`src/design/lif_pkg.sv`:
```
// shared types, constants and saturating helpers for the integrate-and-fire neuron
package lif_pkg;

    localparam int CW = 24;           // charge width, signed Q8.16
    localparam int EW = CW + 2;       // extended width for sums before saturation
    localparam int DW = CW - 1;       // decay rate width, unsigned
    localparam int MW = 5;            // mode register width
    localparam int IW = 3;            // configuration register index width

    typedef logic signed [CW-1:0] t_charge;
    typedef logic signed [EW-1:0] t_wide;

    // configuration register indexes
    typedef enum logic [IW-1:0] {
        REG_DECAY_RATE      = 3'd0,
        REG_THRESHOLD_LEVEL = 3'd1,
        REG_THRESHOLD_MIN   = 3'd2,
        REG_THRESHOLD_MAX   = 3'd3,
        REG_DELIVERY_LEVEL  = 3'd4,
        REG_DELIVERY_MIN    = 3'd5,
        REG_DELIVERY_MAX    = 3'd6,
        REG_MODE_BITS       = 3'd7
    } t_reg_index;

    // discharge behavior after firing
    typedef enum logic [1:0] {
        DIS_CLEAR  = 2'd0,
        DIS_REDUCE = 2'd1,
        DIS_HALVE  = 2'd2,
        DIS_NONE   = 2'd3
    } t_discharge;

    // mode bit positions
    localparam int MODE_ACTIVATE  = 2;
    localparam int MODE_THR_NODE  = 3;
    localparam int MODE_DEL_NODE  = 4;

    localparam t_charge CHARGE_MAX = {1'b0, {(CW-1){1'b1}}};
    localparam t_charge CHARGE_MIN = {1'b1, {(CW-1){1'b0}}};

    localparam logic [MW-1:0] MODE_RESET       = MW'(4);
    localparam t_charge       THR_LEVEL_RESET  = t_charge'(0);
    localparam t_charge       THR_MIN_RESET    = t_charge'(-65536);
    localparam t_charge       THR_MAX_RESET    = t_charge'(65536);
    localparam t_charge       DEL_LEVEL_RESET  = t_charge'(65536);
    localparam t_charge       DEL_MIN_RESET    = t_charge'(-65536);
    localparam t_charge       DEL_MAX_RESET    = t_charge'(65536);

    function automatic t_wide widen(input t_charge v);
        return t_wide'(v);
    endfunction

    // saturate an extended value to the signed charge range
    function automatic t_charge sat(input t_wide v);
        t_charge r;
        if (v > widen(CHARGE_MAX)) begin
            r = CHARGE_MAX;
        end else if (v < widen(CHARGE_MIN)) begin
            r = CHARGE_MIN;
        end else begin
            r = v[CW-1:0];
        end
        return r;
    endfunction

    // max(lo, min(hi, x)); inverted limits give lo
    function automatic t_charge clip(input t_charge x, input t_charge lo, input t_charge hi);
        t_charge t;
        t = (x < hi) ? x : hi;
        return (t > lo) ? t : lo;
    endfunction

endpackage

```
`src/design/leaky_integrate_fire_neuron.sv`:
```
// leaky integrate-and-fire neuron: input register, one-pass update logic, result register
//
// One request is one neuron tick. While the result side is not stalled, the block
// takes a request in every clock cycle and passes it through the input register and
// result register; the sustained rate is one tick per cycle. The request lands in an
// input register, then a single combinational pass (decay toward zero, three saturating
// adds, threshold compare, delivery clip and discharge) updates the membrane charge
// register and the result register in the same edge, so the next tick sees the new
// charge right away. Charge, thresholds and delivery are signed Q8.16 in 24 bits. The
// configuration registers are written through a plain write port (index 0 decay rate
// up to index 7 mode bits) and must only be written while no tick is in flight.
module leaky_integrate_fire_neuron (
    input  logic                         i_clk,
    input  logic                         i_rst_n,
    // configuration write port
    input  logic                         i_cfg_we,
    input  logic [lif_pkg::IW-1:0]       i_cfg_index,
    input  logic [lif_pkg::CW-1:0]       i_cfg_data,
    // request channel
    input  logic                         i_in_valid,
    output logic                         o_in_stall,
    input  logic signed [lif_pkg::CW-1:0] i_in_a,
    input  logic signed [lif_pkg::CW-1:0] i_in_b,
    input  logic signed [lif_pkg::CW-1:0] i_in_c,
    input  logic signed [lif_pkg::CW-1:0] i_threshold_node,
    input  logic signed [lif_pkg::CW-1:0] i_delivery_node,
    // result channel
    output logic                         o_out_valid,
    input  logic                         i_out_stall,
    output logic                         o_fired,
    output logic signed [lif_pkg::CW-1:0] o_delivered_charge,
    output logic signed [lif_pkg::CW-1:0] o_charge_now
);
    import lif_pkg::*;

    // configuration registers
    logic [DW-1:0] r_decay_rate;
    t_charge       r_thr_level, r_thr_min, r_thr_max;
    t_charge       r_del_level, r_del_min, r_del_max;
    logic [MW-1:0] r_mode;

    // input register
    logic          r_in_valid;
    t_charge       r_a, r_b, r_c, r_thr_node, r_del_node;

    // neuron state
    t_charge       r_charge;

    // result register
    logic          r_out_valid;
    logic          r_fired;
    t_charge       r_delivered, r_charge_now;

    // update pass signals
    logic          advance;
    logic          in_take;
    t_charge       n_charge;
    t_charge       decayed, sum1, sum2, sum3;
    t_charge       thr, del_raw, del_clip;
    t_wide         c_ext, d_ext, del_abs;
    logic          fire;
    t_discharge    dis_mode;

    // the update fires whenever a request waits and the result slot is free or draining
    assign advance    = r_in_valid && (!r_out_valid || !i_out_stall);
    assign in_take    = !r_in_valid || advance;
    assign o_in_stall = !in_take;

    // configuration writes
    always_ff @(posedge i_clk) begin
        if (!i_rst_n) begin
            r_decay_rate <= '0;
            r_thr_level  <= THR_LEVEL_RESET;
            r_thr_min    <= THR_MIN_RESET;
            r_thr_max    <= THR_MAX_RESET;
            r_del_level  <= DEL_LEVEL_RESET;
            r_del_min    <= DEL_MIN_RESET;
            r_del_max    <= DEL_MAX_RESET;
            r_mode       <= MODE_RESET;
        end else if (i_cfg_we) begin
            case (t_reg_index'(i_cfg_index))
                REG_DECAY_RATE:      r_decay_rate <= i_cfg_data[DW-1:0];
                REG_THRESHOLD_LEVEL: r_thr_level  <= i_cfg_data;
                REG_THRESHOLD_MIN:   r_thr_min    <= i_cfg_data;
                REG_THRESHOLD_MAX:   r_thr_max    <= i_cfg_data;
                REG_DELIVERY_LEVEL:  r_del_level  <= i_cfg_data;
                REG_DELIVERY_MIN:    r_del_min    <= i_cfg_data;
                REG_DELIVERY_MAX:    r_del_max    <= i_cfg_data;
                REG_MODE_BITS:       r_mode       <= i_cfg_data[MW-1:0];
                default: ;
            endcase
        end
    end

    // input register: refills whenever it is empty or being consumed
    always_ff @(posedge i_clk) begin
        if (!i_rst_n) begin
            r_in_valid <= 1'b0;
        end else if (in_take) begin
            r_in_valid <= i_in_valid;
        end
    end

    always_ff @(posedge i_clk) begin
        if (in_take && i_in_valid) begin
            r_a        <= i_in_a;
            r_b        <= i_in_b;
            r_c        <= i_in_c;
            r_thr_node <= i_threshold_node;
            r_del_node <= i_delivery_node;
        end
    end

    // one tick of the neuron
    always_comb begin
        d_ext = t_wide'({1'b0, r_decay_rate});
        c_ext = widen(r_charge);

        // leak toward zero, may overshoot
        if (r_charge > 0) begin
            decayed = sat(c_ext - d_ext);
        end else if (r_charge < 0) begin
            decayed = sat(c_ext + d_ext);
        end else begin
            decayed = r_charge;
        end

        // integrate the three inputs, saturating after each add
        sum1 = sat(widen(decayed) + widen(r_a));
        sum2 = sat(widen(sum1) + widen(r_b));
        sum3 = sat(widen(sum2) + widen(r_c));

        thr = r_mode[MODE_THR_NODE] ? clip(r_thr_node, r_thr_min, r_thr_max) : r_thr_level;

        // activate fires above threshold, repress fires below it
        fire = r_mode[MODE_ACTIVATE] ? (sum3 > thr) : (sum3 < thr);

        del_raw  = r_mode[MODE_DEL_NODE] ? r_del_node : r_del_level;
        del_clip = clip(del_raw, r_del_min, r_del_max);
        del_abs  = (del_clip < 0) ? -widen(del_clip) : widen(del_clip);

        dis_mode = t_discharge'(r_mode[1:0]);
        n_charge = sum3;
        if (fire) begin
            case (dis_mode)
                DIS_CLEAR: begin
                    n_charge = '0;
                end
                DIS_REDUCE: begin
                    // shrink the magnitude, can cross zero
                    if (sum3 > 0) begin
                        n_charge = sat(widen(sum3) - del_abs);
                    end else if (sum3 < 0) begin
                        n_charge = sat(widen(sum3) + del_abs);
                    end
                end
                DIS_HALVE: begin
                    // arithmetic shift rounds toward minus infinity
                    n_charge = sum3 >>> 1;
                end
                default: begin
                    n_charge = sum3;
                end
            endcase
        end
    end

    // charge state and result valid
    always_ff @(posedge i_clk) begin
        if (!i_rst_n) begin
            r_charge    <= '0;
            r_out_valid <= 1'b0;
        end else begin
            if (advance) begin
                r_charge <= n_charge;
            end
            if (advance) begin
                r_out_valid <= 1'b1;
            end else if (!i_out_stall) begin
                r_out_valid <= 1'b0;
            end
        end
    end

    always_ff @(posedge i_clk) begin
        if (advance) begin
            r_fired      <= fire;
            r_delivered  <= fire ? del_clip : '0;
            r_charge_now <= n_charge;
        end
    end

    assign o_out_valid        = r_out_valid;
    assign o_fired            = r_fired;
    assign o_delivered_charge = r_delivered;
    assign o_charge_now       = r_charge_now;

`ifndef NO_ASSERTIONS
    // a quiet tick delivers nothing
    a_quiet_no_delivery: assert property (@(posedge i_clk) disable iff (!i_rst_n)
        (r_out_valid && !r_fired) |-> (r_delivered == '0))
        else $error("nonzero delivery without firing");

    // the reported charge is the stored state
    a_charge_matches: assert property (@(posedge i_clk) disable iff (!i_rst_n)
        advance |=> (r_charge == r_charge_now))
        else $error("reported charge differs from stored charge");

    // clear discharge leaves zero charge after a firing tick
    a_clear_zero: assert property (@(posedge i_clk) disable iff (!i_rst_n)
        (advance && fire && (r_mode[1:0] == DIS_CLEAR)) |=> (r_charge_now == '0))
        else $error("clear discharge left charge");

    // delivered charge respects ordered clip limits
    a_delivery_bounds: assert property (@(posedge i_clk) disable iff (!i_rst_n)
        (r_out_valid && r_fired && (r_del_min <= r_del_max))
            |-> ((r_delivered >= r_del_min) && (r_delivered <= r_del_max)))
        else $error("delivered charge outside clip limits");

    // a waiting request never overwrites an undelivered result
    a_no_overrun: assert property (@(posedge i_clk) disable iff (!i_rst_n)
        (r_out_valid && i_out_stall) |-> !advance)
        else $error("result overwritten while stalled");
`endif

endmodule
```
`config.mk`:
```
export PLATFORM = sky130hd
export DESIGN_NAME = leaky_integrate_fire_neuron
export DESIGN_NICKNAME = d
export VERILOG_FILES = /design/src/design/lif_pkg.sv /design/src/design/leaky_integrate_fire_neuron.sv
export SDC_FILE = /design/constraint.sdc
export NUM_CORES = 1
export LEC_CHECK = 0
export BUFFER_PORTS_ARGS = -buffer_cell sky130_fd_sc_hd__buf_2
export CAP_MARGIN = 20
export CORE_MARGIN = 5
export CORE_UTILIZATION = 40
export CTS_CLUSTER_SIZE = 12
export DETAILED_ROUTE_END_ITERATION = 8
export GPL_ROUTABILITY_DRIVEN = 0
export PLACE_DENSITY = 0.63
export SYNTH_ARGS = -nofsm -noshare
export SYNTH_HDL_FRONTEND = slang
export SYNTH_SLANG_ARGS = --single-unit
export TNS_END_PERCENT = 30
```
`constraint.sdc`:
```
create_clock -name i_clk -period 41 [get_ports i_clk]
set_clock_uncertainty 0.1 [all_clocks]
set_input_delay 2.05 -clock i_clk [delete_from_list [all_inputs] [get_ports i_clk]]
set_output_delay 2.05 -clock i_clk [all_outputs]
set_load 0.02 [all_outputs]
```
==> results.md <==
* Fin. Hold Viols at 0
* DR vias at around 26,000
* Drc violations at 0
* Min-Delay Path Class: flip-flop to flip-flop
* Initial Utilization at 0.402
* Avg WL per Cell at about 20 um
* Mapped Area at about 29,000 um2
* Max Freq at ~0.048 GHz
* Share of cells above drive strength 1 at 0.113
* Fillers at between 7,000 and 8,000
* Relative slew slack at 0.295
* Total GRT Usage at 0.231
* Global-route wire length before repair at between 100 and 150 mm
* Flops & latches, synth at approximately 370
* Sink Count at between 300 and 400
* Crit-path most repeated cell: a21oi_1
* Setup CP Type: flip-flop to flip-flop
* Vias in the first global route at 24,100
* Peak fanout along the critical path at 40
* CTS tree: built
* Synth warn at 0
* Sequential cell area fraction in the yosys report at 0.315
* Clock root buffer: clkbuf_16
* Period Utilization, post-route at 0.504
* DIE AREA at around 77,000 um2
* Die width at around 280 um
* Worst-Margin Slew at ~1100 ps
* Utilization after layout at 0.449
* CTS Hold Buffers Added at 0
* Post-synth ARST share at 0
* Clk_lat worst skew at between 600 and 700 ps
* Status: finished, final reports clean
* Drt pass-1 iters at 6
* Slew Limit Fails at 0
* Syn Area/Cell at a little over 8 um2
* Final Setup Violations at 0
* Worst endpoint data arrival time at roughly 21,000 ps
* Largest net degree at the start of global routing at ~80
* Num CTS Buffers at 44
* Layout area overhead at 11.6%
* Post-Syn Nets at just under 4,000
* RSZ-0062 raised after global routing: no
* DR vias/cell at around 5.7
* I/O Pins at approximately 200
* Placed cell area at 30,500 um2
* Maxcap violations at 0
* Critical Path RT at a little over 40,000 ps
* Synth Flop Type: dfxtp_1
* Total negative slack at 0 ps
* CP Launch Type: flip-flop
* H-tree Lvls at 2
* WL final at between 90 and 100 mm
* Clock input transition at the sequential cells of the worst setup and hold paths at around 70 ps
* Total grt overflow at 0
* DPL Wire Length at a little over 70 mm
* FP Rows at between 90 and 100
* DRT iter0 DRCs at 2,293
* Post-cts resize count at 0
* Element type at the critical path end: flip-flop
* Chip Height at between 200 and 300 um
* Crit path time final at between 20,000 and 25,000 ps
* Highest-delay cell along the critical path: o41ai_1
* Max clock buf depth at 3
* Initial antenna violation count at 0
* Number of buffers inserted by port buffering at 202
* CP max stage delay at slightly below 700 ps
* Final ANT Viol Nets at 0
* Number of enable flip-flop cells after synthesis at 169
* Core Area at 71,400 um2
* Mapped Cells at 3,530
* Synth cell types at between 100 and 150
* Final Cell Area at between 30,000 and 40,000 um2
* Postcts setup bufs at 0
* Final Net Count at ~4,100
==> logic make-up (layout without fill, tap and decap cells) <==
kind of cell               count (synthesis)  in the layout  synth area share
muxes                                     66             66            0.0247
buffers and inverters                    427            577            0.0580
AOI/OAI and AO/OA                       1032           1032             0.233
DFF                                      367            367             0.315
and+or+nand+nor                         1163           1163             0.183
adders and majority gates                308            308             0.135
xor gates and xnor gates                 165            165            0.0517
other                                      2              3          0.000262
==> metal layers <==
metal / vias to the layer above / routed length (um) / track usage
li1: 12800 / - / -
met1: 12300 / 42200 / 0.323
met2: 921 / 42100 / 0.375
met3: 143 / 6030 / 0.0306
met4: 0 / 2820 / 0.0647
met5: - / 0 / 0
==> synth_stat cells (37+ instances only) <==
cell type	instances	share of area
o211ai_1	55	0.014
o21a_1	37	0.0097
mux2i_1	39	0.014
a211oi_1	39	0.010
a21o_1	82	0.021
xor2_1	55	0.017
o21ai_0	164	0.029
nand2_1	533	0.070
ha_1	286	0.12
a31oi_1	37	0.0081
nand4_1	43	0.0094
nand3_1	60	0.010
edfxtp_1	169	0.18
a21oi_1	372	0.065
dfxtp_1	198	0.14
nor3_1	65	0.011
clkbuf_1	134	0.018
nand2b_1	37	0.0081
nor2b_1	41	0.0089
xnor2_1	106	0.032
nor2_1	245	0.032
inv_1	255	0.033
==> final timing paths <==
kind / startpoint / slack [ps] / cells past startpoint / end
worst min-delay path: r_thr_level[3]$_SDFFE_PN0P_ / 350 / 2 / r_thr_level[3]$_SDFFE_PN0P_
worst max register to register: r_decay_rate[2]$_SDFFE_PN0P_ / 20340 / 87 / r_charge[1]$_SDFFE_PN0P_
worst max-delay path: r_decay_rate[2]$_SDFFE_PN0P_ / 20340 / 87 / r_charge[1]$_SDFFE_PN0P_
worst min register to register: r_thr_level[3]$_SDFFE_PN0P_ / 350 / 2 / r_thr_level[3]$_SDFFE_PN0P_
==> worst max-delay path, delay by kind of cell (launching register included) <==
kind,cells,cell delay (ps)
AOI/OAI and AO/OA,61,14020
adders and majority gates,7,2070
buffers and inverters,9,1810
DFF,1,350
and+or+nand+nor,10,2120
==> cells in the final DEF (no fill, tap or decap), drive strengths merged, types with 17 or more instances in the layout <==
master,synthesis,layout
xnor2,109,109
edfxtp,169,169
xor2,55,55
nand4,43,43
dfxtp,198,198
o31ai,25,25
a21o,82,82
o21bai,18,18
o211ai,59,59
clkinv,2,17
buf,33,236
or2,17,17
nor3,67,67
o21a,37,37
a21oi,377,377
nand2b,37,37
ha,286,286
nand3,60,60
and3,29,29
nand2,535,535
nor2,246,246
clkbuf,134,57
o21ai,176,176
nor2b,41,41
a211oi,40,40
a31oi,40,40
nor4,23,23
a21boi,17,17
or3,25,25
inv,258,261
mux2,25,25
mux2i,41,41
==> cell type report <==
| type | instances | area, um2 | area share |
|---|---|---|---|
| multi-input cells | 2736 | 18000 | 0.563 |
| flip-flops and latches | 367 | 9040 | 0.282 |
| repair buffers | 236 | 1270 | 0.0395 |
| clock buffers | 57 | 1220 | 0.0382 |
| well taps | 950 | 1190 | 0.0371 |
| inverters | 260 | 978 | 0.0306 |
| clock inverters | 24 | 279 | 0.00871 |
| diodes | 1 | 2.50 | 0.0000782 |
==> per-stage QoR <==
stage / cells / setup WS [ps] / hold WS, ps
6_report: 4631 / 20340 / 349
5_1_grt: 4630 / 18530 / 368
4_1_cts: 4630 / 20660 / 350
3_5_place_dp: 4549 / 20790 / 342
3_3_place_gp: 4549 / 21220 / 339
2_1_floorplan: 3530 / 23160 / 332
Power is left out: the tool's default activity adds up to more than one toggle a clock period on the data nets, which glitch-free logic cannot reach.
